## config.mk

```make
export PLATFORM = sky130hd
export DESIGN_NAME = stwalk_front
export DESIGN_NICKNAME = d
export VERILOG_FILES = /design/src/rtl/stwalk_pkg.sv /design/src/rtl/stwalk_front.sv
export SDC_FILE = /design/constraint.sdc
export NUM_CORES = 1
export LEC_CHECK = 0
export ABC_AREA = 1
export BUFFER_PORTS_ARGS = -buffer_cell sky130_fd_sc_hd__buf_2
export CAP_MARGIN = 20
export CORE_UTILIZATION = 35
export DETAILED_ROUTE_END_ITERATION = 7
export GPL_ROUTABILITY_DRIVEN = 0
export PLACE_DENSITY_LB_ADDON = 0.15
export SETUP_SLACK_MARGIN = 0.15
export SLEW_MARGIN = 20
export SYNTH_ARGS = -nofsm -noshare
export SYNTH_HDL_FRONTEND = slang
export SYNTH_SLANG_ARGS = --single-unit
```

## constraint.sdc

```tcl
create_clock -name clk -period 3 [get_ports clk]
set_clock_uncertainty 0.05 [all_clocks]
set_input_delay 0.6 -clock clk [delete_from_list [all_inputs] [get_ports clk]]
set_output_delay 0.6 -clock clk [all_outputs]
set_load 0.01 [all_outputs]
```

## src/rtl/stwalk_pkg.sv

```systemverilog
`default_nettype none
package stwalk_pkg;

    // Field widths of the stream items and the configuration registers
    localparam int NumDims  = 3;
    localparam int IdxW     = 16;
    localparam int ExtFieldW = 16;
    localparam int CountW   = 48;
    localparam int OffW     = 50;
    localparam int SrcW     = 53;
    localparam int DstW     = 51;
    localparam int StrideW  = 32;
    localparam int BaseW    = 40;
    localparam int ExtRegW  = 48;
    localparam int RankW    = 2;
    localparam int EszW     = 4;
    localparam int ProdW    = IdxW + StrideW;
    localparam int CfgDataW = 64;
    localparam int CfgAddrW = 6;
    localparam int InDataW  = 48;
    localparam int OutDataW = 160;
    localparam int OutUserW = 2;
    localparam int QueueDepth = 2;

    // Register reset values
    localparam logic [RankW-1:0]   RankRst    = 2'd1;
    localparam logic [EszW-1:0]    ElemRst    = 4'd4;
    localparam logic [ExtRegW-1:0] ExtentsRst = 48'h0001_0001_0001;
    localparam logic [StrideW-1:0] StrideRst  = 32'd1;

    // Register index, taken from paddr[5:3]
    typedef enum logic [2:0] {
        REG_RANK       = 3'd0,
        REG_ELEM_BYTES = 3'd1,
        REG_BASE       = 3'd2,
        REG_EXTENTS    = 3'd3,
        REG_STRIDE0    = 3'd4,
        REG_STRIDE1    = 3'd5,
        REG_STRIDE2    = 3'd6
    } reg_idx_t;

    typedef enum logic {
        REQ_NEXT      = 1'b0,
        REQ_TRANSLATE = 1'b1
    } req_t;

    // Configuration as seen by the datapath (element size already clamped)
    typedef struct packed {
        logic [RankW-1:0]                  rank;
        logic [EszW-1:0]                   esz;
        logic [BaseW-1:0]                  base;
        logic [NumDims-1:0][StrideW-1:0]   stride;
        logic                              contig;
    } cfg_t;

    // Classified request handed from the front to the back
    typedef struct packed {
        req_t                            kind;
        logic                            last;
        logic [NumDims-1:0][IdxW-1:0]    idx;
        logic [CountW-1:0]               count;
    } item_t;

endpackage
`default_nettype wire

```

## src/rtl/stwalk_front.sv

```systemverilog
`default_nettype none
module stwalk_front #(
    parameter int EXTENT_BITS = 16
) (
    input  wire logic                                       clk,
    input  wire logic                                       rst_n,
    input  wire logic                                       s_axis_tvalid,
    output logic                                            s_axis_tready,
    input  wire logic [stwalk_pkg::InDataW-1:0]             s_axis_tdata,
    input  wire logic [0:0]                                 s_axis_tuser,
    input  wire logic [stwalk_pkg::RankW-1:0]               rank,
    input  wire logic [stwalk_pkg::NumDims-1:0][EXTENT_BITS-1:0] ext,
    input  wire logic                                       restart,
    input  wire logic                                       q_full,
    output logic                                            q_push,
    output stwalk_pkg::item_t                               q_item
);

    logic [stwalk_pkg::NumDims-1:0][EXTENT_BITS-1:0] idx_reg, idx_next, idx_step;
    logic [stwalk_pkg::CountW-1:0]                   count_reg, count_next;
    logic [stwalk_pkg::NumDims-1:0]                  wrap;
    logic [stwalk_pkg::NumDims-1:0]                  active;
    logic                                            last;
    logic                                            carry;
    stwalk_pkg::req_t                                kind;

    assign kind          = stwalk_pkg::req_t'(s_axis_tuser[0]);
    assign s_axis_tready = !q_full;
    assign q_push        = s_axis_tvalid && !q_full;

    // Find the last element and step the multi-index, innermost dim first
    always_comb
    begin
        carry = 1'b1;
        for (int d = 0; d < stwalk_pkg::NumDims; d++)
        begin
            active[d] = (d < int'(rank));
            wrap[d]   = (idx_reg[d] == ext[d] - EXTENT_BITS'(1));
        end
        last = &(wrap | ~active);
        for (int d = stwalk_pkg::NumDims - 1; d >= 0; d--)
        begin
            idx_step[d] = idx_reg[d];
            if (active[d] && carry)
            begin
                if (wrap[d])
                begin
                    idx_step[d] = '0;
                end
                else
                begin
                    idx_step[d] = idx_reg[d] + EXTENT_BITS'(1);
                    carry       = 1'b0;
                end
            end
        end
    end

    // Classify the beat into a queue entry
    always_comb
    begin
        q_item.kind  = kind;
        q_item.count = count_reg;
        q_item.last  = last;
        for (int d = 0; d < stwalk_pkg::NumDims; d++)
        begin
            if (kind == stwalk_pkg::REQ_TRANSLATE)
            begin
                q_item.idx[d] = s_axis_tdata[stwalk_pkg::IdxW*d +: stwalk_pkg::IdxW];
            end
            else
            begin
                q_item.idx[d] = stwalk_pkg::IdxW'(idx_reg[d]);
            end
        end
    end

    // Restart on a register write, else advance the walk on a next request, wrap after the last element
    always_comb
    begin
        idx_next   = idx_reg;
        count_next = count_reg;
        if (restart)
        begin
            idx_next   = '0;
            count_next = '0;
        end
        else if (q_push && kind == stwalk_pkg::REQ_NEXT)
        begin
            if (last)
            begin
                idx_next   = '0;
                count_next = '0;
            end
            else
            begin
                idx_next   = idx_step;
                count_next = count_reg + stwalk_pkg::CountW'(1);
            end
        end
    end

    always_ff @(posedge clk or negedge rst_n)
    begin
        if (!rst_n)
        begin
            idx_reg   <= '0;
            count_reg <= '0;
        end
        else
        begin
            idx_reg   <= idx_next;
            count_reg <= count_next;
        end
    end

endmodule
`default_nettype wire

```

==> metrics.txt <==
outcome=finished, final reports clean; WP data required=2.35 ns; RSZ-0062 raised after global routing=true; Layout area overhead=24.79%; crit-path cells=buf_8, inv_4, ha_4, nand3_4, nor2_4, nand2_2, o21ai_2, nand3_1, nor2_2, nand3_2, nand2_2, nand3_4, inv_2, buf_6; share of cells above drive strength 1=21.90%; Clock Tree Buf Depth=2; Crit. End Element=output pin; Synth Instances=1387; clock-pin slew on the worst setup and hold paths=0.08 ns; most used flip-flop cell after synthesis=dfrtp_1; VDD IR max=0.3113 mV; First-pass DRT Iterations=5; Die Area=25320 um^2; met2 usage in global routing=35.27%; nets=1718; CP bufs+invs=4; Post-synth EDFFs=0; initial cell density of the core=35.63%; Ys Warns=0; Yosys cell types=41; Clk Latency, worst-skew pair=0.35 ns; Clock Sinks=96; Reg area=2404 um^2; die width=159.1 um; Power, Total=3.182 mW; met3 Track Usage GR=2.943%; busiest grt layer=met2; total number of vias=9352; Pwr Density=295.1 nW/um^2; wire per inst=13.66 um; R2R setup slack=0.45 ns; max-cap viol count=0; CTS Hold Buffers Added=0; vias in the first global route=8830; Final Hold Viols=0; design area=10780 um^2; IO buf count=203; Slew Limit Fails=0; initial antenna violation count=2; DRC=0; final wirelength=26470 um; synthesized flop and latch total=96; global-route usage over all layers=21.11%; Vias/cell=4.826; CP max FO=4; largest net degree at the start of global routing=92; period utilization=93.49%; Iter 0 DRT Violations=513; final setup fails=0; Post-DRT Antenna Nets=0; die height=159.1 um; first-pass GRT wire length=43970 um; Leak Pwr=5.292 nW; clock period minus worst slack=2.805 ns; Largest stage delay, worst path=0.18 ns; sequential share of the synthesized area=27.80%; Post-Syn Nets=1498; crit path DAT=2.15 ns; post-place instance area=10150 um^2; Slew HR=46.85%; Max Fclk=356.5 MHz; hold crit path type=input port to asynchronous set/reset pin; highest-delay cell along the critical path=o21ai_2; start-to-end type of the worst setup path=input port to output pin; async set-reset flop share out of synthesis=100.0%; fillcell total=2636; Critical Path Source Type=input port; Least-Margin Pin Slew=0.7972 ns; htree depth=3; CTS tree=yes; DP HPWL=20360 um; commonest non-fill, non-tap cell in the layout=nand2_1; row cnt=57; clock buffer count from CTS=9; met1 Usage GRT=28.33%; total gr overflow=0; crit-path leading delay family=simple AND/OR/NAND/NOR gates; Synth Area per Inst=6.230 um^2; core footprint=24250 um^2; synthesized area=8641 um^2; IO Count=204; multi-input logic area=5578 um^2; most frequent cells in the layout=nand2_1, nor2_1, buf_2; Clock Tree Root=clkbuf_16
[per-layer routing]
metal | up-vias | wire [um]
met5 | - | 0
met4 | 0 | 487
met2 | 226 | 12260
li1 | 4821 | -
met1 | 4274 | 12410
met3 | 31 | 1305
[report_power, final]
part	switching, mW	leakage [nW]	internal [mW]
clock	0.557	0.136	0.597
combinational	0.416	3.82	0.269
sequential	0.0306	1.33	1.31
total	1.00	5.29	2.18
[per-stage QoR]
stage               util, %  worst slack [ns]  instances  hold slack (ns)  setup TNS, ns
finish                44.47            0.1952       1938           0.1675              0
floorplan                 -            0.1727       1387           0.2544              0
CTS                   43.71            0.1644       1926           0.1759              0
global route          44.46           0.07996       1937           0.1842              0
detailed placement    41.88          -0.04644       1904           0.4896         -1.337
global placement      41.88          -0.01863       1904           0.4691       -0.01863
[cell type report]
class / count / share of cell area (%)
Clock inverter: 6 / 0.4641
Sequential cell: 96 / 22.29
Tap cell: 324 / 3.760
Multi-Input combinational cell: 1083 / 51.73
Antenna cell: 2 / 0.04641
Clock buffer: 10 / 2.216
Timing Repair Buffer: 249 / 13.61
Inverter: 168 / 5.883
[cells by family after synthesis]
kind of cell	Yosys count	share of synthesized area (%)
buf+inv	208	10.01
flops	96	27.80
simple gates	880	44.89
xor+xnor	107	11.00
compound gates	89	5.285
fa+ha+maj	7	1.014
[cells in the mapped netlist (2+ instances only)]
cell type | n | area, um^2
nor4_1 | 15 | 93.84
nor3_1 | 35 | 175.2
nand3_1 | 125 | 625.6
or2_2 | 2 | 12.51
clkbuf_1 | 12 | 45.04
nor2_4 | 4 | 45.04
ha_1 | 7 | 87.58
inv_2 | 7 | 26.28
buf_2 | 14 | 70.07
nand2_4 | 4 | 45.04
nor3b_1 | 3 | 22.52
clkinv_1 | 3 | 11.26
nand3_2 | 2 | 20.02
xor2_1 | 80 | 700.7
dfrtp_1 | 96 | 2402
o21ai_1 | 4 | 20.02
buf_4 | 9 | 67.56
nand4_1 | 31 | 193.9
nand3b_1 | 14 | 105.1
inv_1 | 157 | 589.3
nor2_1 | 228 | 855.8
o22ai_1 | 2 | 12.51
buf_6 | 4 | 45.04
nand2_1 | 392 | 1471
a21oi_1 | 7 | 35.03
nor2_2 | 10 | 62.56
xnor2_1 | 26 | 227.7
o21ai_0 | 73 | 365.4
nand2_2 | 9 | 56.30
[timing repair]
item,CTS,global route
cloned,0,0
pin swaps,13,22
setup buffers,6,10
endpoints found under the setup margin,1,62
gates resized for setup,28,34
[final timing paths]
path,from,endpoint,cells past startpoint
max,ext[16],q_item[96],14
min,rst_n,count_reg[18],1
max reg2reg,idx_reg[29],idx_reg[8],19
min reg2reg,idx_reg[28],idx_reg[28],2
max in group asynchronous,rst_n,idx_reg[37],2
min in group clk,idx_reg[28],idx_reg[28],2
Power figures use the tool's default switching activity.
