===== src/rtl/stwalk_pkg.sv =====
`default_nettype none
package stwalk_pkg;

    // Field widths of the stream items and the configuration registers
    localparam int NumDims  = 3;
    localparam int IdxW     = 16;
    localparam int ExtFieldW = 16;
    localparam int CountW   = 48;
    localparam int OffW     = 50;
    localparam int SrcW     = 53;
    localparam int DstW     = 51;
    localparam int StrideW  = 32;
    localparam int BaseW    = 40;
    localparam int ExtRegW  = 48;
    localparam int RankW    = 2;
    localparam int EszW     = 4;
    localparam int ProdW    = IdxW + StrideW;
    localparam int CfgDataW = 64;
    localparam int CfgAddrW = 6;
    localparam int InDataW  = 48;
    localparam int OutDataW = 160;
    localparam int OutUserW = 2;
    localparam int QueueDepth = 2;

    // Register reset values
    localparam logic [RankW-1:0]   RankRst    = 2'd1;
    localparam logic [EszW-1:0]    ElemRst    = 4'd4;
    localparam logic [ExtRegW-1:0] ExtentsRst = 48'h0001_0001_0001;
    localparam logic [StrideW-1:0] StrideRst  = 32'd1;

    // Register index, taken from paddr[5:3]
    typedef enum logic [2:0] {
        REG_RANK       = 3'd0,
        REG_ELEM_BYTES = 3'd1,
        REG_BASE       = 3'd2,
        REG_EXTENTS    = 3'd3,
        REG_STRIDE0    = 3'd4,
        REG_STRIDE1    = 3'd5,
        REG_STRIDE2    = 3'd6
    } reg_idx_t;

    typedef enum logic {
        REQ_NEXT      = 1'b0,
        REQ_TRANSLATE = 1'b1
    } req_t;

    // Configuration as seen by the datapath (element size already clamped)
    typedef struct packed {
        logic [RankW-1:0]                  rank;
        logic [EszW-1:0]                   esz;
        logic [BaseW-1:0]                  base;
        logic [NumDims-1:0][StrideW-1:0]   stride;
        logic                              contig;
    } cfg_t;

    // Classified request handed from the front to the back
    typedef struct packed {
        req_t                            kind;
        logic                            last;
        logic [NumDims-1:0][IdxW-1:0]    idx;
        logic [CountW-1:0]               count;
    } item_t;

endpackage
`default_nettype wire


===== src/rtl/stwalk_queue.sv =====
`default_nettype none
module stwalk_queue (
    input  wire logic           clk,
    input  wire logic           rst_n,
    input  wire logic           push,
    input  wire stwalk_pkg::item_t push_item,
    output logic                full,
    input  wire logic           pop,
    output logic                valid,
    output stwalk_pkg::item_t   head
);

    localparam int PtrW = $clog2(stwalk_pkg::QueueDepth);
    localparam int CntW = $clog2(stwalk_pkg::QueueDepth + 1);

    stwalk_pkg::item_t         entry_reg [stwalk_pkg::QueueDepth];
    logic [PtrW-1:0]           wr_ptr_reg, wr_ptr_next;
    logic [PtrW-1:0]           rd_ptr_reg, rd_ptr_next;
    logic [CntW-1:0]           cnt_reg,    cnt_next;

    assign full  = (cnt_reg == CntW'(stwalk_pkg::QueueDepth));
    assign valid = (cnt_reg != '0);
    assign head  = entry_reg[rd_ptr_reg];

    // Move pointers and fill count
    always_comb
    begin
        wr_ptr_next = wr_ptr_reg;
        rd_ptr_next = rd_ptr_reg;
        cnt_next    = cnt_reg;
        if (push)
        begin
            wr_ptr_next = (wr_ptr_reg == PtrW'(stwalk_pkg::QueueDepth - 1)) ? '0
                        : wr_ptr_reg + PtrW'(1);
        end
        if (pop)
        begin
            rd_ptr_next = (rd_ptr_reg == PtrW'(stwalk_pkg::QueueDepth - 1)) ? '0
                        : rd_ptr_reg + PtrW'(1);
        end
        if (push && !pop)
        begin
            cnt_next = cnt_reg + CntW'(1);
        end
        else if (pop && !push)
        begin
            cnt_next = cnt_reg - CntW'(1);
        end
    end

    always_ff @(posedge clk or negedge rst_n)
    begin
        if (!rst_n)
        begin
            wr_ptr_reg <= '0;
            rd_ptr_reg <= '0;
            cnt_reg    <= '0;
        end
        else
        begin
            wr_ptr_reg <= wr_ptr_next;
            rd_ptr_reg <= rd_ptr_next;
            cnt_reg    <= cnt_next;
        end
    end

    // Store the entry
    always_ff @(posedge clk)
    begin
        if (push)
        begin
            entry_reg[wr_ptr_reg] <= push_item;
        end
    end

endmodule
`default_nettype wire


===== config.mk =====
export PLATFORM = sky130hd
export DESIGN_NAME = stwalk_queue
export DESIGN_NICKNAME = d
export VERILOG_FILES = /design/src/rtl/stwalk_pkg.sv /design/src/rtl/stwalk_queue.sv
export SDC_FILE = /design/constraint.sdc
export NUM_CORES = 1
export LEC_CHECK = 0
export BUFFER_PORTS_ARGS = -buffer_cell sky130_fd_sc_hd__buf_4
export CORE_ASPECT_RATIO = 1.1
export CORE_MARGIN = 4
export CORE_UTILIZATION = 55
export CTS_CLUSTER_SIZE = 30
export DETAILED_ROUTE_END_ITERATION = 7
export PLACE_DENSITY = 0.83
export REMOVE_ABC_BUFFERS = 1
export SLEW_MARGIN = 20
export SYNTH_ARGS = -nofsm -noshare
export SYNTH_HDL_FRONTEND = slang
export SYNTH_SLANG_ARGS = --single-unit

===== constraint.sdc =====
create_clock -name clk -period 15.4 [get_ports clk]
set_input_delay 2.31 -clock clk [delete_from_list [all_inputs] [get_ports clk]]
set_output_delay 2.31 -clock clk [all_outputs]
set_load 0.02 [all_outputs]

==> impl_metrics.env <==
export IMPL_yosysTopAreaCell="edfxtp_1"
export IMPL_yosys_warnings=0
export IMPL_cp_end_kind="output pin"
export IMPL_r2r_slack_ns=13.33
export IMPL_dieArea_um2=15200
export IMPL_multi_input_area_um2=1240
export IMPL_syn_to_final_growth_pct=32.2
export IMPL_relSlewSlack_pct=34.4
export IMPL_grt_overflow_total=0
export IMPL_finalSetupViolCount=0
export IMPL_p_int_w=0.00131
export IMPL_cp_max_fo=72
export IMPL_first_global_vias=3919
export IMPL_rsz0062_at_grt="false"
export IMPL_hp_start="cnt_reg[1]$_DFFE_PN0P_"
export IMPL_mostFrequentLayoutCells="buf_4, edfxtp_1, mux2_2"
export IMPL_detail_route_antenna_nets=0
export IMPL_hold_violations=0
export IMPL_clockRootBuffer="clkbuf_16"
export IMPL_yosysTopAreaCellShare_pct=80.7
export IMPL_dieHeight_um=129
export IMPL_grt_max_degree=73
export IMPL_fmaxAchievable_ghz=0.204
export IMPL_largest_register_ffs=196
export IMPL_cts_tree="yes"
export IMPL_vias_per_cell=5.15
export IMPL_fillerInstances=764
export IMPL_cts_sinks=200
export IMPL_p_clk_share_pct=26.3
export IMPL_clk_pin_slew_worst_paths_ns=0.07
export IMPL_tns_ns=0
export IMPL_post_cts_resized=0
export IMPL_place_gp_congestion=0.702
export IMPL_fin_worst_skew_ns=0.00521
export IMPL_period_minus_slack_ns=4.89
export IMPL_syn_avg_cell_area_um2=22.7
export IMPL_sw_frac_of_total_pct=29.6
export IMPL_start_util_pct=56.9
export IMPL_tightest_slew_ns=0.985
export IMPL_nNetsFinal=637
export IMPL_antenna_found_initial=0
export IMPL_power_leakage_nw=3.67
export IMPL_placed_cells=672
export IMPL_setup_worst_path_start_class="register"
export IMPL_seq_power_share_pct=40.9
export IMPL_placed_area_um2=8960
export IMPL_required_ns=13.09
export IMPL_routedWlPerCell_um=19.0
export IMPL_syn_area_um2=7290
export IMPL_hold_class="register to register"
export IMPL_grt_pass1_wl_um=20300
export IMPL_min_to="cnt_reg[1]$_DFFE_PN0P_"
export IMPL_final_cells=704
export IMPL_routed_wl_um=13300
export IMPL_drv_cap=0
export IMPL_vias=3625
export IMPL_dr_pass1_iters=4
export IMPL_ys_top_cells_by_area="edfxtp_1, mux2_2, mux2_4"
export IMPL_fin_hold_ws_ns=0.504
export IMPL_cts_buffers_inserted=17
export IMPL_drt_iter0_drc=172
export IMPL_dp_hpwl_um=8850
export IMPL_ys_ff_latch=200
export IMPL_status="complete, no violations"
export IMPL_design_area_um2=9640
export IMPL_ys_seq_area_share_pct=82.1
export IMPL_final_common_cell="buf_4"
export IMPL_peakVddDrop_mv=0.150
export IMPL_core_um2=12800
export IMPL_reg2reg_to="entry_reg[1][86]$_DFFE_PP_"
export IMPL_powerDensity_nw_per_um2=194
export IMPL_p_switching_w=0.000553
export IMPL_r2r_start="wr_ptr_reg$_DFFE_PN0P_"
export IMPL_cts_setup_buffers=0
export IMPL_boundaryPins=202
export IMPL_synth_cells=321
export IMPL_crit_arrival_ns=2.58
export IMPL_postCtsHoldBufs=0
export IMPL_cts_path_max_buffers=2
export IMPL_drv_slew=0
export IMPL_cts_max_level=4
export IMPL_critPathKind="register to output pin"
export IMPL_track_usage_pct=17.8
export IMPL_drive_gt1_share_pct=62.0
export IMPL_combPwrFrac_pct=32.8
export IMPL_hold_depth=1
export IMPL_seqCellArea_um2=5990
export IMPL_r2r_worst_path_cells=2
export IMPL_portBuffers=201
export IMPL_period_share_pct=31.8
export IMPL_diodes=0
export IMPL_num_rows=43
export IMPL_clock_latency_ns=0.42
export IMPL_synth_distinct_cells=14
export IMPL_drc=0
export IMPL_die_x_um=118
-- kinds of logic (layout without fill, tap and decap cells) --
logic type,Yosys count,count (layout),share of synthesized area [%]
flip-flops,200,200,82.1
adder cells (fa/ha/maj),1,1,0.172
AND/OR/NAND/NOR,5,5,0.395
XOR/XNOR,5,5,0.601
buffers and inverters,12,238,1.06
multiplexers,98,98,15.7
-- through the flow --
stage          setup WS (ns)  power, W  util (%)
3_5_place_dp           10.95   0.00140      70.0
4_1_cts                10.47   0.00189      75.3
2_1_floorplan           8.26   0.00116         -
3_3_place_gp           10.95   0.00138      70.0
6_report               10.51   0.00187      75.3
5_1_grt                10.38   0.00195      75.3
-- layer usage --
| metal | vias to the layer above | wire length (µm) | global-route usage, % | part of all wire (%) |
|---|---|---|---|---|
| li1 | 1699 | - | - | - |
| met2 | 142 | 7030 | 30.6 | 53 |
| met1 | 1766 | 5020 | 19.8 | 38 |
| met5 | - | 0 | 0 | 0 |
| met4 | 0 | 259 | 7.24 | 1.9 |
| met3 | 18 | 1040 | 7.69 | 7.8 |
-- area by class of cell --
class | count | share of cell area, %
Timing Repair Buffer | 205 | 16.0
Tap cell | 157 | 2.04
Inverter | 1 | 0.0389
Clock inverter | 15 | 2.58
Sequential cell | 200 | 62.1
Multi-Input combinational cell | 109 | 12.8
Clock buffer | 17 | 4.41
-- critical path, stage by stage (launching register included) --
cell and delay [ns]:
dfrtp_4 0.66, buf_4 0.82, mux2_2 0.43, buf_4 0.16
-- how the worst max path moves through the flow --
stage / from / to / slack, ns / cells past startpoint
6_report: rd_ptr_reg$_DFFE_PN0P_ / head[77] / 10.51 / 3
5_1_grt: rd_ptr_reg$_DFFE_PN0P_ / head[77] / 10.38 / 3
4_1_cts: rd_ptr_reg$_DFFE_PN0P_ / head[68] / 10.47 / 3
3_5_place_dp: rd_ptr_reg$_DFFE_PN0P_ / head[87] / 10.95 / 3
3_3_place_gp: rd_ptr_reg$_DFFE_PN0P_ / head[78] / 10.95 / 3
2_1_floorplan: push / entry_reg[0][0]$_DFFE_PP_ / 8.26 / 1
-- cell usage after synthesis, drive strengths merged --
| master | count |
|---|---|
| inv | 1 |
| edfxtp | 196 |
| xnor2 | 1 |
| buf | 11 |
| ha | 1 |
| dfrtp | 4 |
| mux2 | 98 |
| nor2b | 2 |
| xor2 | 4 |
| or2 | 1 |
| nor2 | 1 |
| and2 | 1 |
-- power groups by stage --
stage / Sequential [W] / Clock [W] / Combinational, W
final: 0.000763 / 0.000490 / 0.000613
after global routing: 0.000773 / 0.000527 / 0.000648
after floorplan: 0.000799 / 0 / 0.000359
after global placement: 0.000768 / 0 / 0.000615
after detailed placement: 0.000776 / 0 / 0.000619
after CTS: 0.000766 / 0.000501 / 0.000623
(Power assumes the default switching activity.)
