## src/rtl/stwalk_pkg.sv

```systemverilog
`default_nettype none
package stwalk_pkg;

    // Field widths of the stream items and the configuration registers
    localparam int NumDims  = 3;
    localparam int IdxW     = 16;
    localparam int ExtFieldW = 16;
    localparam int CountW   = 48;
    localparam int OffW     = 50;
    localparam int SrcW     = 53;
    localparam int DstW     = 51;
    localparam int StrideW  = 32;
    localparam int BaseW    = 40;
    localparam int ExtRegW  = 48;
    localparam int RankW    = 2;
    localparam int EszW     = 4;
    localparam int ProdW    = IdxW + StrideW;
    localparam int CfgDataW = 64;
    localparam int CfgAddrW = 6;
    localparam int InDataW  = 48;
    localparam int OutDataW = 160;
    localparam int OutUserW = 2;
    localparam int QueueDepth = 2;

    // Register reset values
    localparam logic [RankW-1:0]   RankRst    = 2'd1;
    localparam logic [EszW-1:0]    ElemRst    = 4'd4;
    localparam logic [ExtRegW-1:0] ExtentsRst = 48'h0001_0001_0001;
    localparam logic [StrideW-1:0] StrideRst  = 32'd1;

    // Register index, taken from paddr[5:3]
    typedef enum logic [2:0] {
        REG_RANK       = 3'd0,
        REG_ELEM_BYTES = 3'd1,
        REG_BASE       = 3'd2,
        REG_EXTENTS    = 3'd3,
        REG_STRIDE0    = 3'd4,
        REG_STRIDE1    = 3'd5,
        REG_STRIDE2    = 3'd6
    } reg_idx_t;

    typedef enum logic {
        REQ_NEXT      = 1'b0,
        REQ_TRANSLATE = 1'b1
    } req_t;

    // Configuration as seen by the datapath (element size already clamped)
    typedef struct packed {
        logic [RankW-1:0]                  rank;
        logic [EszW-1:0]                   esz;
        logic [BaseW-1:0]                  base;
        logic [NumDims-1:0][StrideW-1:0]   stride;
        logic                              contig;
    } cfg_t;

    // Classified request handed from the front to the back
    typedef struct packed {
        req_t                            kind;
        logic                            last;
        logic [NumDims-1:0][IdxW-1:0]    idx;
        logic [CountW-1:0]               count;
    } item_t;

endpackage
`default_nettype wire

```

## src/rtl/stwalk_cfg.sv

```systemverilog
`default_nettype none
module stwalk_cfg #(
    parameter int EXTENT_BITS = 16
) (
    input  wire logic                                   clk,
    input  wire logic                                   rst_n,
    input  wire logic                                   psel,
    input  wire logic                                   penable,
    input  wire logic                                   pwrite,
    input  wire logic [stwalk_pkg::CfgAddrW-1:0]        paddr,
    input  wire logic [stwalk_pkg::CfgDataW-1:0]        pwdata,
    output logic      [stwalk_pkg::CfgDataW-1:0]        prdata,
    output stwalk_pkg::cfg_t                            cfg,
    output logic [stwalk_pkg::NumDims-1:0][EXTENT_BITS-1:0] ext,
    output logic                                        restart
);

    logic [stwalk_pkg::RankW-1:0]   rank_reg,    rank_next;
    logic [stwalk_pkg::EszW-1:0]    elem_reg,    elem_next;
    logic [stwalk_pkg::BaseW-1:0]   base_reg,    base_next;
    logic [stwalk_pkg::ExtRegW-1:0] extents_reg, extents_next;
    logic [stwalk_pkg::NumDims-1:0][stwalk_pkg::StrideW-1:0] stride_reg, stride_next;
    logic [2*EXTENT_BITS-1:0]       prod_reg,    prod_next;
    logic                           wr_en;
    stwalk_pkg::reg_idx_t           sel;

    assign wr_en = psel && penable && pwrite;
    assign sel   = stwalk_pkg::reg_idx_t'(paddr[5:3]);

    // Decode the write
    always_comb
    begin
        rank_next    = rank_reg;
        elem_next    = elem_reg;
        base_next    = base_reg;
        extents_next = extents_reg;
        stride_next  = stride_reg;
        restart      = 1'b0;
        if (wr_en)
        begin
            restart = 1'b1;
            case (sel)
                stwalk_pkg::REG_RANK:       rank_next    = pwdata[stwalk_pkg::RankW-1:0];
                stwalk_pkg::REG_ELEM_BYTES: elem_next    = pwdata[stwalk_pkg::EszW-1:0];
                stwalk_pkg::REG_BASE:       base_next    = pwdata[stwalk_pkg::BaseW-1:0];
                stwalk_pkg::REG_EXTENTS:    extents_next = pwdata[stwalk_pkg::ExtRegW-1:0];
                stwalk_pkg::REG_STRIDE0:    stride_next[0] = pwdata[stwalk_pkg::StrideW-1:0];
                stwalk_pkg::REG_STRIDE1:    stride_next[1] = pwdata[stwalk_pkg::StrideW-1:0];
                stwalk_pkg::REG_STRIDE2:    stride_next[2] = pwdata[stwalk_pkg::StrideW-1:0];
                default:                    restart = 1'b0;
            endcase
        end
    end

    always_ff @(posedge clk or negedge rst_n)
    begin
        if (!rst_n)
        begin
            rank_reg    <= stwalk_pkg::RankRst;
            elem_reg    <= stwalk_pkg::ElemRst;
            base_reg    <= '0;
            extents_reg <= stwalk_pkg::ExtentsRst;
            for (int d = 0; d < stwalk_pkg::NumDims; d++)
            begin
                stride_reg[d] <= stwalk_pkg::StrideRst;
            end
            prod_reg    <= (2*EXTENT_BITS)'(1);
        end
        else
        begin
            rank_reg    <= rank_next;
            elem_reg    <= elem_next;
            base_reg    <= base_next;
            extents_reg <= extents_next;
            stride_reg  <= stride_next;
            prod_reg    <= prod_next;
        end
    end

    // Effective extents: low bits of each field, zero counts as one
    always_comb
    begin
        for (int d = 0; d < stwalk_pkg::NumDims; d++)
        begin
            ext[d] = extents_reg[stwalk_pkg::ExtFieldW*d +: EXTENT_BITS];
            if (ext[d] == '0)
            begin
                ext[d] = EXTENT_BITS'(1);
            end
        end
    end

    // Row-major stride of dim 0 at rank three, registered, so it follows the extent registers in the next cycle
    assign prod_next = ext[1] * ext[2];

    // Clamp element size and check for a contiguous layout
    always_comb
    begin
        cfg.rank   = rank_reg;
        cfg.base   = base_reg;
        cfg.stride = stride_reg;
        if (elem_reg == '0)
        begin
            cfg.esz = stwalk_pkg::EszW'(1);
        end
        else if (elem_reg > stwalk_pkg::EszW'(8))
        begin
            cfg.esz = stwalk_pkg::EszW'(8);
        end
        else
        begin
            cfg.esz = elem_reg;
        end
        case (rank_reg)
            2'd0: cfg.contig = 1'b1;
            2'd1: cfg.contig = (stride_reg[0] == stwalk_pkg::StrideW'(1));
            2'd2: cfg.contig = (stride_reg[1] == stwalk_pkg::StrideW'(1))
                            && (stride_reg[0] == stwalk_pkg::StrideW'(ext[1]));
            default: cfg.contig = (stride_reg[2] == stwalk_pkg::StrideW'(1))
                            && (stride_reg[1] == stwalk_pkg::StrideW'(ext[2]))
                            && (stride_reg[0] == stwalk_pkg::StrideW'(prod_reg));
        endcase
    end

    // Readback
    always_comb
    begin
        case (sel)
            stwalk_pkg::REG_RANK:       prdata = stwalk_pkg::CfgDataW'(rank_reg);
            stwalk_pkg::REG_ELEM_BYTES: prdata = stwalk_pkg::CfgDataW'(elem_reg);
            stwalk_pkg::REG_BASE:       prdata = stwalk_pkg::CfgDataW'(base_reg);
            stwalk_pkg::REG_EXTENTS:    prdata = stwalk_pkg::CfgDataW'(extents_reg);
            stwalk_pkg::REG_STRIDE0:    prdata = stwalk_pkg::CfgDataW'(stride_reg[0]);
            stwalk_pkg::REG_STRIDE1:    prdata = stwalk_pkg::CfgDataW'(stride_reg[1]);
            stwalk_pkg::REG_STRIDE2:    prdata = stwalk_pkg::CfgDataW'(stride_reg[2]);
            default:                    prdata = '0;
        endcase
    end

endmodule
`default_nettype wire

```

## config.mk

```make
export PLATFORM = sky130hd
export DESIGN_NAME = stwalk_cfg
export DESIGN_NICKNAME = d
export VERILOG_FILES = /design/src/rtl/stwalk_pkg.sv /design/src/rtl/stwalk_cfg.sv
export SDC_FILE = /design/constraint.sdc
export NUM_CORES = 1
export LEC_CHECK = 0
export ABC_CLOCK_PERIOD_IN_PS = 6850
export BUFFER_PORTS_ARGS = -buffer_cell sky130_fd_sc_hd__buf_2
export CAP_MARGIN = 25
export CORE_MARGIN = 8
export CORE_UTILIZATION = 55
export CTS_BUF_LIST = sky130_fd_sc_hd__clkbuf_4 sky130_fd_sc_hd__clkbuf_8 sky130_fd_sc_hd__clkbuf_16
export CTS_CLUSTER_DIAMETER = 60
export DETAILED_ROUTE_END_ITERATION = 7
export GPL_TIMING_DRIVEN = 0
export HOLD_SLACK_MARGIN = 0.12
export PLACE_DENSITY = 0.84
export REMOVE_ABC_BUFFERS = 1
export SLEW_MARGIN = 20
export SYNTH_ARGS = -nofsm -noshare
export SYNTH_HDL_FRONTEND = slang
export SYNTH_SLANG_ARGS = --single-unit
export TNS_END_PERCENT = 100
```

## constraint.sdc

```tcl
create_clock -name clk -period 6.85 [get_ports clk]
set_clock_uncertainty 0.1 [all_clocks]
set_input_delay 0.3425 -clock clk [delete_from_list [all_inputs] [get_ports clk]]
set_output_delay 0.3425 -clock clk [all_outputs]
set_load 0.005 [all_outputs]
```

==> reports/qor.txt, run 1 <==
========================================================================================
Count of boundary I/O pins                                                           331
Worst-Margin Slew                                                                1.14 ns
Worst setup slack for register-to-register paths                                 0.23 ns
Initial core utilization                                                           0.557
X dimension of the die                                                            203 µm
Area fraction of the dominant cell type after synthesis                            0.278
Switching part of the total                                                        0.473
DRC Markers                                                                            0
Internal cell power                                                              4550 µW
Detailed route wirelength on metal2                                            30,300 µm
Data required, critical path                                                     7.16 ns
TritonCTS buffer count                                                                20
Core region area                                                              0.0345 mm²
Kind of start point of the critical path                                       flip-flop
Logic pwr share                                                                    0.594
Kind of critical path                                                            reg2reg
Number of search-and-repair iterations in the first detailed-routing pass              7
Post-detailed-placement cell area                                             0.0210 mm²
Number of nets in the final layout                                                 2,480
Critical Path Sink Type                                                        flip-flop
Number of fillers in the final layout                                              2,599
DP HPWL                                                                        45,400 µm
Root Driver                                                                 sky130_fd_sc_hd__clkbuf_16
Max capacitance violation total                                                        0
CTS H-Tree Depth                                                                       1
Static Leak                                                                    0.0112 µW
Via count                                                                          15.8k
Library cell contributing the largest single delay on the critical path     sky130_fd_sc_hd__dfrtp_2
Setup-failing EPs final                                                                0
Share of post-route cells with drive strength above 1                              0.278
Peak fanout along the critical path                                                   21
Topmost layer with routed signal wires                                              met5
Final design instance area without fill                                       0.0223 mm²
Maximum buffer depth of the clock tree                                                 3
Largest net degree at the start of global routing                                    106
Final count of hold timing violations                                                  0
Routed vias/inst                                                                    6.12
Post-synthesis async set-or-reset flop share                                        1.00
Leading area contributor after synthesis                                    sky130_fd_sc_hd__dfrtp_1
Warnings from Yosys                                                                    0
Tmin final                                                                       6.62 ns
Sequential element share of the synthesized area                                   0.290
Std cell rows                                                                         68
Number of storage elements in the synthesis netlist                                  222
Unrepaired setup endpoints after global routing                                    false
Cell area power density                                                       387 mW/mm²
Number of sinks handled by clock tree synthesis                                      222
Remaining antenna violation count                                                      0
Highest ir drop seen on vdd                                                     0.325 mV
Cell area after synthesis                                                     0.0192 mm²
Critical path's largest stage delay                                              0.63 ns
Total Wirelength                                                               63,000 µm
Met3 wirelength from detailed routing                                            6100 µm
Worst min-delay path class                                                      in2async
Flip-flop count of the largest register, all copies and words added                   96
Most common cell on crit path                                               sky130_fd_sc_hd__fa_1
EDFF count, synth                                                                      0
Number of distinct library cells after synthesis                                      60
Number of standard cells after synthesis                                           1,871
Arrival time at the worst endpoint                                               6.93 ns
Final cycle utilization of the critical path                                       0.967
Final Wtd Congestion                                                               0.919
Vias in the first global route                                                     17.0k
Final count of pins violating max slew                                                 0
Most common library cells after synthesis                                   sky130_fd_sc_hd__inv_1, sky130_fd_sc_hd__dfrtp_1, sky130_fd_sc_hd__nand2_1
Max-slew headroom at the worst pin                                                 0.240
Overall fraction of global-route tracks in use                                     0.300
Upper clock frequency limit                                                      151 MHz
Predominant post-synthesis flop cell                                        sky130_fd_sc_hd__dfrtp_1
Detailed router's first-iteration violation count                                  1,485
Area Overhead vs Synth                                                             16.3%
Worst-path cell chain                                                       nor4_1 -> a41o_4 -> buf_12 -> nand2_1 -> fa_1 -> fa_1 -> inv_1 -> fa_1 -> fa_1 -> fa_1 -> inv_1 -> fa_1 -> inv_1 -> ha_1 -> nand3_1 -> nor2_1 -> and3_1 -> o21ai_1 -> and3_1 -> o41ai_2 -> xnor2_1
Clock slew at reported path FFs                                                  0.07 ns
Fraction of power consumed by the clock network                                    0.138
Wire length on met1                                                            23,300 µm
Die height                                                                        203 µm
Total congestion overflow                                                              0
Port Buffer Count                                                                    295
Net Switching                                                                    4090 µW
Most common cell in the netlist                                             sky130_fd_sc_hd__inv_1
Initial antenna violation count                                                        2
Register share of total power                                                      0.268
Status                                                                      complete, no violations
Wire length of the first global-routing pass                                   97,600 µm
Post-DR wirelength/cell                                                          24.5 µm
Clock Latency Late Sink                                                          0.50 ns
Average size of a mapped cell                                                   10.3 µm²
CTS tree                                                                            done
Main area contributors after synthesis                                      sky130_fd_sc_hd__dfrtp_1, sky130_fd_sc_hd__fa_1, sky130_fd_sc_hd__mux2_2
Floorplan die area                                                            0.0411 mm²
Total power after layout                                                         8640 µW
========================================================================================
-- routing by layer --
| layer | vias to the layer above | global-route usage |
|---|---|---|
| met4 | 2 | 0.156 |
| met1 | 8009 | 0.362 |
| met3 | 239 | 0.0642 |
| met5 | - | 0 |
| met2 | 972 | 0.501 |
| li1 | 6538 | - |
-- cells in the final DEF, fill, tap and decap left out, types with 11 or more instances in the layout --
cell / Yosys / final
sky130_fd_sc_hd__xnor2_1: 50 / 50
sky130_fd_sc_hd__ha_1: 104 / 104
sky130_fd_sc_hd__inv_1: 232 / 232
sky130_fd_sc_hd__a22oi_1: 29 / 29
sky130_fd_sc_hd__buf_2: 5 / 297
sky130_fd_sc_hd__nand4_1: 19 / 19
sky130_fd_sc_hd__o221ai_1: 29 / 29
sky130_fd_sc_hd__clkbuf_16: 0 / 21
sky130_fd_sc_hd__xor2_1: 42 / 42
sky130_fd_sc_hd__fa_1: 194 / 194
sky130_fd_sc_hd__and2_1: 116 / 116
sky130_fd_sc_hd__dfrtp_2: 0 / 11
sky130_fd_sc_hd__conb_1: 1 / 16
sky130_fd_sc_hd__and3_1: 12 / 12
sky130_fd_sc_hd__a21oi_1: 28 / 28
sky130_fd_sc_hd__o21ai_0: 14 / 14
sky130_fd_sc_hd__mux2i_1: 42 / 42
sky130_fd_sc_hd__a21o_1: 12 / 12
sky130_fd_sc_hd__dlygate4sd3_1: 0 / 49
sky130_fd_sc_hd__nor4_1: 40 / 37
sky130_fd_sc_hd__mux2_2: 185 / 185
sky130_fd_sc_hd__dfrtp_1: 213 / 201
sky130_fd_sc_hd__nor2_1: 41 / 39
sky130_fd_sc_hd__nand2_1: 196 / 194
sky130_fd_sc_hd__buf_4: 16 / 11
-- power groups by stage --
stage          clock (µW)  combinational (µW)  sequential [µW]
2_1_floorplan           0                3590             2040
3_3_place_gp            0                4840             2300
3_5_place_dp            0                5010             2310
4_1_cts              1200                5070             2300
5_1_grt              1250                5770             2340
6_report             1190                5130             2320
-- cell type report --
| class | count | area [µm²] | share of cell area |
|---|---|---|---|
| inverter | 233 | 875 | 0.0392 |
| timing repair buffer | 374 | 2430 | 0.109 |
| antenna | 1 | 2.50 | 0.000112 |
| clock inverter | 6 | 80.1 | 0.00359 |
| sequential | 222 | 5580 | 0.250 |
| multi-input combinational | 1256 | 12200 | 0.545 |
| tap | 455 | 569 | 0.0255 |
| clock buffer | 29 | 611 | 0.0274 |
-- metrics by stage --
step	setup WS, ns	instances	hold WS (ns)	setup TNS, ns	util
2_1_floorplan	0.926	1711	-0.0531	0	-
3_3_place_gp	-2.33	2461	0.390	-95.29	0.597
3_5_place_dp	-0.367	2485	0.0773	-1.85	0.609
4_1_cts	0.00278	2569	0.149	0	0.644
5_1_grt	0.0185	2575	0.160	0	0.648
6_report	0.228	2576	0.156	0	0.648
-- path summary, 6_finish.rpt --
| path | end | cells past startpoint | startpoint |
|---|---|---|---|
| min in group clk | rank_reg[1] | 3 | paddr[4] |
| min reg2reg | base_reg[39] | 1 | base_reg[39] |
| max reg2reg | prod_reg[31] | 21 | extents_reg[30] |
| max | prod_reg[31] | 21 | extents_reg[30] |
| min | base_reg[16] | 2 | rst_n |
| max in group asynchronous | extents_reg[17] | 3 | rst_n |
-- kinds of logic after synthesis --
| logic type | synth area share |
|---|---|
| compound gates | 0.0606 |
| xor+xnor | 0.0420 |
| fa+ha+maj | 0.270 |
| buf+inv | 0.0833 |
| flops | 0.290 |
| mux | 0.136 |
| other cells | 0.000195 |
| simple gates | 0.117 |
-- what timing repair did --
| action | CTS | global route |
|---|---|---|
| hold buffers | 49 | 0 |
| endpoints found under the hold margin | 404 | 0 |
| setup endpoints to repair | 13 | 10 |
| pin swaps | 0 | 1 |
| setup buffers | 0 | 3 |
| gates resized for setup | 7 | 10 |
-- worst max-delay path: cells and delay by family (launching register included) --
family / cells / cell delay [ns]
AOI/OAI and AO/OA: 3 / 0.77
xor gates and xnor gates: 1 / 0.20
adders and majority gates: 7 / 3.27
buffers and inverters: 4 / 0.28
DFF: 1 / 0.63
and+or+nand+nor: 6 / 1.29
(Power assumes the default switching activity.)
==> run 2: changes to the inputs <==
--- a/config.mk
+++ b/config.mk
@@ -15,6 +15,7 @@
 export DETAILED_ROUTE_END_ITERATION = 7
 export GPL_TIMING_DRIVEN = 0
 export HOLD_SLACK_MARGIN = 0.12
+export MAX_ROUTING_LAYER = met4
 export PLACE_DENSITY = 0.84
 export REMOVE_ABC_BUFFERS = 1
 export SLEW_MARGIN = 20
==> run 2 against run 1 <==
Sequential power about the same; clock power grew 19%; register-to-register slack got worse by 0.08 ns; die area stayed put; total power up 3.0%; utilization grew 0.45 points; sequential cell count is the same; cell count up 0.16%; largest cell class unchanged; via count increased by 0.36%.
==> reports/qor.txt, run 2 (synthesis gave the netlist of run 1 again) <==
========================================================================================
Via count                                                                          15.8k   +0.36%
Dpl ws                                                                         -0.315 ns   +0.0518 ns
Kind of critical path                                                            reg2reg
Static Leak                                                                    0.0113 µW   +0.50%
X dimension of the die                                                            203 µm   unchanged
Library cell contributing the largest single delay on the critical path     sky130_fd_sc_hd__dfrtp_1
Post-DR wirelength/cell                                                          24.5 µm   about the same
Worst-Margin Slew                                                                1.10 ns   -0.0439 ns
Flip-flop count of the largest register, all copies and words added                   96   unchanged
Routed vias/inst                                                                    6.13   +0.20%
Total Wirelength                                                               63,200 µm   +0.22%
Post-detailed-placement cell area                                             0.0210 mm²   about the same
Overall fraction of global-route tracks in use                                     0.310   +0.00998
Critical Path Sink Type                                                        flip-flop
Final design instance area without fill                                       0.0225 mm²   +0.69%
Critical path's largest stage delay                                              0.75 ns   +0.12 ns
Wire length of the first global-routing pass                                   98,200 µm   +0.70%
Peak fanout along the critical path                                                   21   unchanged
Port Buffer Count                                                                    295   unchanged
DRC Markers                                                                            0   unchanged
Status                                                                      complete, no violations
Initial core utilization                                                           0.557   unchanged
Setup-failing EPs final                                                                0   unchanged
CTS H-Tree Depth                                                                       1   unchanged
Detailed router's first-iteration violation count                                  1,414   -4.8%
CP delay by family, top                                                      adder cells
DP HPWL                                                                        45,300 µm   -0.13%
Die height                                                                        203 µm   unchanged
Vias in the first global route                                                     17.0k   +0.083%
Worst-path cell chain                                                       nor3_1 -> a41o_4 -> nand2_1 -> fa_1 -> fa_1 -> inv_1 -> fa_1 -> fa_1 -> fa_1 -> inv_1 -> fa_1 -> inv_1 -> ha_1 -> nor3b_2 -> nor3_1 -> o21bai_1 -> a31oi_1 -> o311ai_1 -> xnor2_1
Reg2Reg Capture Point                                                       prod_reg[24]
Remaining antenna violation count                                                      0   unchanged
Clock Latency Late Sink                                                          0.53 ns   +0.03 ns
Maximum buffer depth of the clock tree                                                 3   unchanged
Floorplan die area                                                            0.0411 mm²   unchanged
Final Wtd Congestion                                                               0.953   +3.6%
Data required, critical path                                                     7.17 ns   about the same
Root Driver                                                                 sky130_fd_sc_hd__clkbuf_16
Share of post-route cells with drive strength above 1                              0.280   +0.00196
Commonest non-fill, non-tap cell in the layout                              sky130_fd_sc_hd__buf_2
Most common cell on crit path                                               sky130_fd_sc_hd__fa_1
Area Overhead vs Synth                                                             17.1%
TritonCTS buffer count                                                                22   +10%
Worst min-delay path class                                                      in2async
CTS tree                                                                            done
Final count of hold timing violations                                                  0   unchanged
Highest ir drop seen on vdd                                                     0.363 mV   +12%
Tmin final                                                                       6.70 ns   +0.0825 ns
Initial antenna violation count                                                        3   +1
Cell area power density                                                       396 mW/mm²   +2.3%
Number of nets in the final layout                                                 2,481   +0.040%
Max capacitance violation total                                                        0   unchanged
Arrival time at the worst endpoint                                               7.02 ns   +0.09 ns
Total buffers and inverters traversed by the critical path                             3   -1
Final cycle utilization of the critical path                                       0.979   +0.0120
Std cell rows                                                                         68   unchanged
Count of boundary I/O pins                                                           331   unchanged
Least setup slack across all paths after layout                                 0.145 ns   -0.0825 ns
Commonest cells after routing, fill and taps aside                          sky130_fd_sc_hd__buf_2, sky130_fd_sc_hd__inv_1, sky130_fd_sc_hd__dfrtp_1
Largest net degree at the start of global routing                                     99   -6.6%
Number of fillers in the final layout                                              2,563   -1.4%
Core region area                                                              0.0345 mm²   unchanged
Number of sinks handled by clock tree synthesis                                      222   unchanged
Clock slew at reported path FFs                                                  0.07 ns   about the same
Kind of start point of the critical path                                       flip-flop
Worst setup slack for register-to-register paths                                 0.15 ns   -0.08 ns
Final count of pins violating max slew                                                 0   unchanged
FF-to-FF Start                                                              extents_reg[17]
Worst hold margin                                                               0.175 ns   +0.0194 ns
Upper clock frequency limit                                                      149 MHz   -1.2%
Total congestion overflow                                                              0   unchanged
Max-slew headroom at the worst pin                                                 0.269   +0.0293
Number of search-and-repair iterations in the first detailed-routing pass              7   unchanged
Depth of the most critical reg-to-reg path                                            19   -9.5%
========================================================================================
[run 2: changes by cell type in the layout (fill, tap and decap cells not counted), moves of 2 or more]
cell and change:
sky130_fd_sc_hd__clkinv_2 -2, sky130_fd_sc_hd__clkbuf_8 -3, sky130_fd_sc_hd__dfrtp_1 -2, sky130_fd_sc_hd__clkinv_8 +2
sky130_fd_sc_hd__dfrtp_4 +2, sky130_fd_sc_hd__bufinv_16 +5, sky130_fd_sc_hd__clkbuf_4 -3, sky130_fd_sc_hd__inv_6 +2
[run 2: through the flow]
stage | instances | util | TNS [ns] | total power, µW
after floorplan | 1711 | - | 0 | 5630
after global placement | 2461 | 0.597 | -93.75 | 7130
after detailed placement | 2485 | 0.609 | -1.49 | 7330
after CTS | 2573 | 0.649 | 0 | 8800
after global routing | 2580 | 0.652 | -1.72 | 9600
final | 2580 | 0.652 | 0 | 8900
[run 2: timing repair]
item,in CTS,in global routing
gates resized for setup,7,14
buffers inserted,0,3
pin swaps,0,1
hold endpoints to repair,409,0
setup endpoints to repair,12,11
hold buffers,49,0
[run 2: how the worst max path moves through the flow]
stage | from | to | slack (ns) | cells after the start
final | extents_reg[17] | prod_reg[24] | 0.15 | 19
after global routing | extents_reg[30] | prod_reg[31] | -0.30 | 20
after CTS | extents_reg[21] | prod_reg[31] | 0.0002 | 20
after detailed placement | extents_reg[26] | prod_reg[31] | -0.31 | 20
after global placement | paddr[3] | base_reg[36] | -2.32 | 3
after floorplan | extents_reg[26] | prod_reg[31] | 0.93 | 20
[run 2: cell type report]
| type | instances | area (µm²) | area share |
|---|---|---|---|
| timing repair buffer | 373 | 2400 | 0.107 |
| clock buffer | 24 | 572 | 0.0254 |
| tap | 455 | 569 | 0.0253 |
| clock inverter | 15 | 289 | 0.0129 |
| antenna | 2 | 5.00 | 0.000223 |
| multi-input combinational | 1256 | 12200 | 0.541 |
| inverter | 233 | 875 | 0.0389 |
| sequential | 222 | 5590 | 0.249 |
[run 2: metal layers]
metal	vias to the layer above	wire (µm)	GRT usage
li1	6545	-	-
met1	8014	23400	0.366
met3	257	6110	0.0628
met2	1000	30100	0.497
met4	0	3560	0.167
met5	-	0	-
[run 2: worst reg2reg max path: stages (launching register included)]
cell	delay, ns
sky130_fd_sc_hd__dfrtp_1	0.75
sky130_fd_sc_hd__nor3_1	0.44
sky130_fd_sc_hd__a41o_4	0.42
sky130_fd_sc_hd__nand2_1	0.12
sky130_fd_sc_hd__fa_1	0.49
sky130_fd_sc_hd__fa_1	0.52
sky130_fd_sc_hd__inv_1	0.06
sky130_fd_sc_hd__fa_1	0.49
sky130_fd_sc_hd__fa_1	0.43
sky130_fd_sc_hd__fa_1	0.49
sky130_fd_sc_hd__inv_1	0.05
sky130_fd_sc_hd__fa_1	0.47
sky130_fd_sc_hd__inv_1	0.04
sky130_fd_sc_hd__ha_1	0.38
sky130_fd_sc_hd__nor3b_2	0.22
sky130_fd_sc_hd__nor3_1	0.15
sky130_fd_sc_hd__o21bai_1	0.08
sky130_fd_sc_hd__a31oi_1	0.48
sky130_fd_sc_hd__o311ai_1	0.18
sky130_fd_sc_hd__xnor2_1	0.28
[run 2: power by group]
group | switching [µW] | internal [µW] | leakage [µW]
combinational | 2960 | 2190 | 0.00809
sequential | 658 | 1660 | 0.00279
clock | 543 | 880 | 0.000419
==> run 3: changes to the inputs <==
--- a/config.mk
+++ b/config.mk
@@ -5,7 +5,7 @@
 export SDC_FILE = /design/constraint.sdc
 export NUM_CORES = 1
 export LEC_CHECK = 0
-export ABC_CLOCK_PERIOD_IN_PS = 6850
+export ABC_CLOCK_PERIOD_IN_PS = 6300
 export BUFFER_PORTS_ARGS = -buffer_cell sky130_fd_sc_hd__buf_2
 export CAP_MARGIN = 25
 export CORE_MARGIN = 8
==> constraint.sdc (replaced) <==
create_clock -name clk -period 6.3 [get_ports clk]
set_clock_uncertainty 0.1 [all_clocks]
set_input_delay 0.315 -clock clk [delete_from_list [all_inputs] [get_ports clk]]
set_output_delay 0.315 -clock clk [all_outputs]
set_load 0.005 [all_outputs]
==> run 3 against run 2 <==
Cell area increased by 2.7%; cell count increased by 1.6%; routed wire length increased by 6.6%; worst setup slack improved by 0.0023 ns; total power increased by 17%; die area unchanged; combinational power increased by 24%; hold slack got worse by 0.031 ns; critical path type unchanged.
==> reports/qor.txt, run 3 (synthesis gave the netlist of run 1 again) <==
========================================================================================
Area of the multi-input gates                                                 0.0124 mm²   +1.7%
Flip-flop count of the largest register, all copies and words added                   96   unchanged
Initial core utilization                                                           0.557   unchanged
Kind of critical path                                                            reg2reg
Number of search-and-repair iterations in the first detailed-routing pass              5   -2
Area taken by flip-flops and latches                                         0.00564 mm²   +0.90%
Cell area power density                                                       451 mW/mm²   +14%
Clock slew at reported path FFs                                                  0.07 ns   about the same
Status                                                                      complete, no violations
Register share of total power                                                      0.237   -0.024
Post-detailed-placement cell area                                             0.0210 mm²   unchanged
Logic pwr share                                                                    0.614   +0.035
Initial antenna violation count                                                        6   +3
Std cell rows                                                                         68   unchanged
Maximum buffer depth of the clock tree                                                 3   unchanged
Total congestion overflow                                                              0   unchanged
Number of sinks handled by clock tree synthesis                                      222   unchanged
Arrival time at the worst endpoint                                               6.48 ns   -0.54 ns
Port Buffer Count                                                                    295   unchanged
Total power after layout                                                       10,400 µW   +17%
Upper clock frequency limit                                                      163 MHz   +9.0%
Final cycle utilization of the critical path                                       0.977   -0.00221
Root Driver                                                                 sky130_fd_sc_hd__clkbuf_16
Core region area                                                              0.0345 mm²   unchanged
Share of post-route cells with drive strength above 1                              0.311   +0.0310
Kind of start point of the critical path                                       flip-flop
Die height                                                                        203 µm   unchanged
Final Wtd Congestion                                                               0.953   unchanged
Worst-Margin Slew                                                               0.925 ns   -0.171 ns
Worst hold margin                                                               0.145 ns   -0.0305 ns
Number of fillers in the final layout                                              2,468   -3.7%
Least setup slack across all paths after layout                                 0.147 ns   +0.00226 ns
Overall fraction of global-route tracks in use                                     0.323   +0.0133
Total Wirelength                                                               67,300 µm   +6.6%
Max capacitance violation total                                                        0   unchanged
Dpl ws                                                                         -0.865 ns   -0.550 ns
Final count of hold timing violations                                                  0   unchanged
Internal cell power                                                              5500 µW   +16%
X dimension of the die                                                            203 µm   unchanged
Number of nets in the final layout                                                 2,520   +1.6%
Commonest cells after routing, fill and taps aside                          sky130_fd_sc_hd__buf_2, sky130_fd_sc_hd__inv_1, sky130_fd_sc_hd__nand2_1
CTS H-Tree Depth                                                                       1   unchanged
Max-slew headroom at the worst pin                                                 0.384   +0.114
Detailed router's first-iteration violation count                                  1,503   +6.3%
Final design instance area without fill                                       0.0231 mm²   +2.7%
Routed vias/inst                                                                    6.20   +1.2%
Worst min-delay path class                                                      in2async
Switching part of the total                                                        0.471   +0.00285
Tmin final                                                                       6.15 ns   -0.552 ns
Final count of pins violating max slew                                                 0   unchanged
Clock Latency Late Sink                                                          0.53 ns   about the same
Data required, critical path                                                     6.63 ns   -0.54 ns
Remaining antenna violation count                                                      0   unchanged
TritonCTS buffer count                                                                22   unchanged
DP HPWL                                                                        45,300 µm   unchanged
Largest net degree at the start of global routing                                     99   unchanged
Share of the core filled with cells                                                0.669   +0.0174
Count of boundary I/O pins                                                           331   unchanged
Peak fanout along the critical path                                                    8   -62%
Wire length of the first global-routing pass                                  101,000 µm   +2.9%
Critical Path Sink Type                                                        flip-flop
Commonest non-fill, non-tap cell in the layout                              sky130_fd_sc_hd__buf_2
Floorplan die area                                                            0.0411 mm²   unchanged
Fraction of power consumed by the clock network                                    0.149   -0.011
DRC Markers                                                                            0   unchanged
CTS tree                                                                            done
Net Switching                                                                    4900 µW   +18%
Unrepaired setup endpoints after global routing                                     true
Static Leak                                                                    0.0115 µW   +2.1%
Area Overhead vs Synth                                                             20.2%
Via count                                                                          16.3k   +2.8%
Vias in the first global route                                                     17.2k   +1.4%
Setup-failing EPs final                                                                0   unchanged
Post-DR wirelength/cell                                                          25.7 µm   +4.9%
Highest ir drop seen on vdd                                                     0.432 mV   +19%
========================================================================================
[run 3: power by group through the flow]
stage               sequential [µW]  combinational, µW  clock, µW
CTS                            2440               5710       1550
global placement               2500               5260          0
global route                   2480               7020       1610
floorplan                      2210               3900          0
detailed placement             2520               5450          0
finish                         2460               6390       1550
[run 3: metrics by stage]
stage          TNS, ns  std cells
6_report             0       2620
5_1_grt        -0.0672       2619
4_1_cts              0       2599
3_5_place_dp     -9.71       2485
3_3_place_gp   -139.02       2461
2_1_floorplan        0       1711
[run 3: repair_timing]
| item | 4_1_cts | 5_1_grt |
|---|---|---|
| hold endpoints to repair | 409 | 0 |
| buffers inserted | 26 | 18 |
| hold buffers | 49 | 0 |
| setup endpoints to repair | 20 | 14 |
| pin swaps | 1 | 18 |
| gates resized for setup | 45 | 42 |
[run 3: layout make-up]
type | count | share of cell area
inverters | 233 | 0.0379
multi-input cells | 1256 | 0.536
well taps | 455 | 0.0247
clock buffers | 24 | 0.0248
diodes | 3 | 0.000325
flip-flops and latches | 222 | 0.245
clock inverters | 15 | 0.0125
repair buffers | 412 | 0.119
[run 3: path summary, 6_finish.rpt]
kind	slack, ns	startpoint	cells after the start	to
max	0.15	extents_reg[25]	21	prod_reg[29]
min	0.14	rst_n	2	base_reg[23]
max reg2reg	0.15	extents_reg[25]	21	prod_reg[29]
min reg2reg	0.42	base_reg[39]	1	base_reg[39]
max in group asynchronous	5.11	rst_n	3	extents_reg[33]
min in group clk	0.31	paddr[4]	3	rank_reg[1]
[run 3: per-layer routing]
metal / GRT usage / wire length [µm] / share of wire / vias to the layer above
met5: - / 0 / 0 / -
met3: 0.0677 / 7650 / 0.11 / 291
met2: 0.513 / 31500 / 0.47 / 1202
met1: 0.383 / 24000 / 0.36 / 8139
met4: 0.179 / 4190 / 0.062 / 0
li1: - / - / - / 6622
[run 3: worst max-delay path, cell delays in order (launching register included)]
cell and delay, ns:
sky130_fd_sc_hd__dfrtp_4 0.52, sky130_fd_sc_hd__nor4_4 0.31, sky130_fd_sc_hd__a41o_4 0.34, sky130_fd_sc_hd__buf_6 0.13, sky130_fd_sc_hd__nand2_1 0.07, sky130_fd_sc_hd__fa_2 0.57, sky130_fd_sc_hd__fa_2 0.42, sky130_fd_sc_hd__inv_1 0.06
sky130_fd_sc_hd__ha_1 0.15, sky130_fd_sc_hd__inv_1 0.05, sky130_fd_sc_hd__fa_1 0.47, sky130_fd_sc_hd__inv_1 0.04, sky130_fd_sc_hd__ha_1 0.28, sky130_fd_sc_hd__fa_1 0.44, sky130_fd_sc_hd__ha_1 0.36, sky130_fd_sc_hd__a21o_1 0.22
sky130_fd_sc_hd__a221o_2 0.45, sky130_fd_sc_hd__a211oi_4 0.29, sky130_fd_sc_hd__o2111ai_2 0.17, sky130_fd_sc_hd__a31oi_4 0.24, sky130_fd_sc_hd__o41ai_2 0.10, sky130_fd_sc_hd__xor2_1 0.24
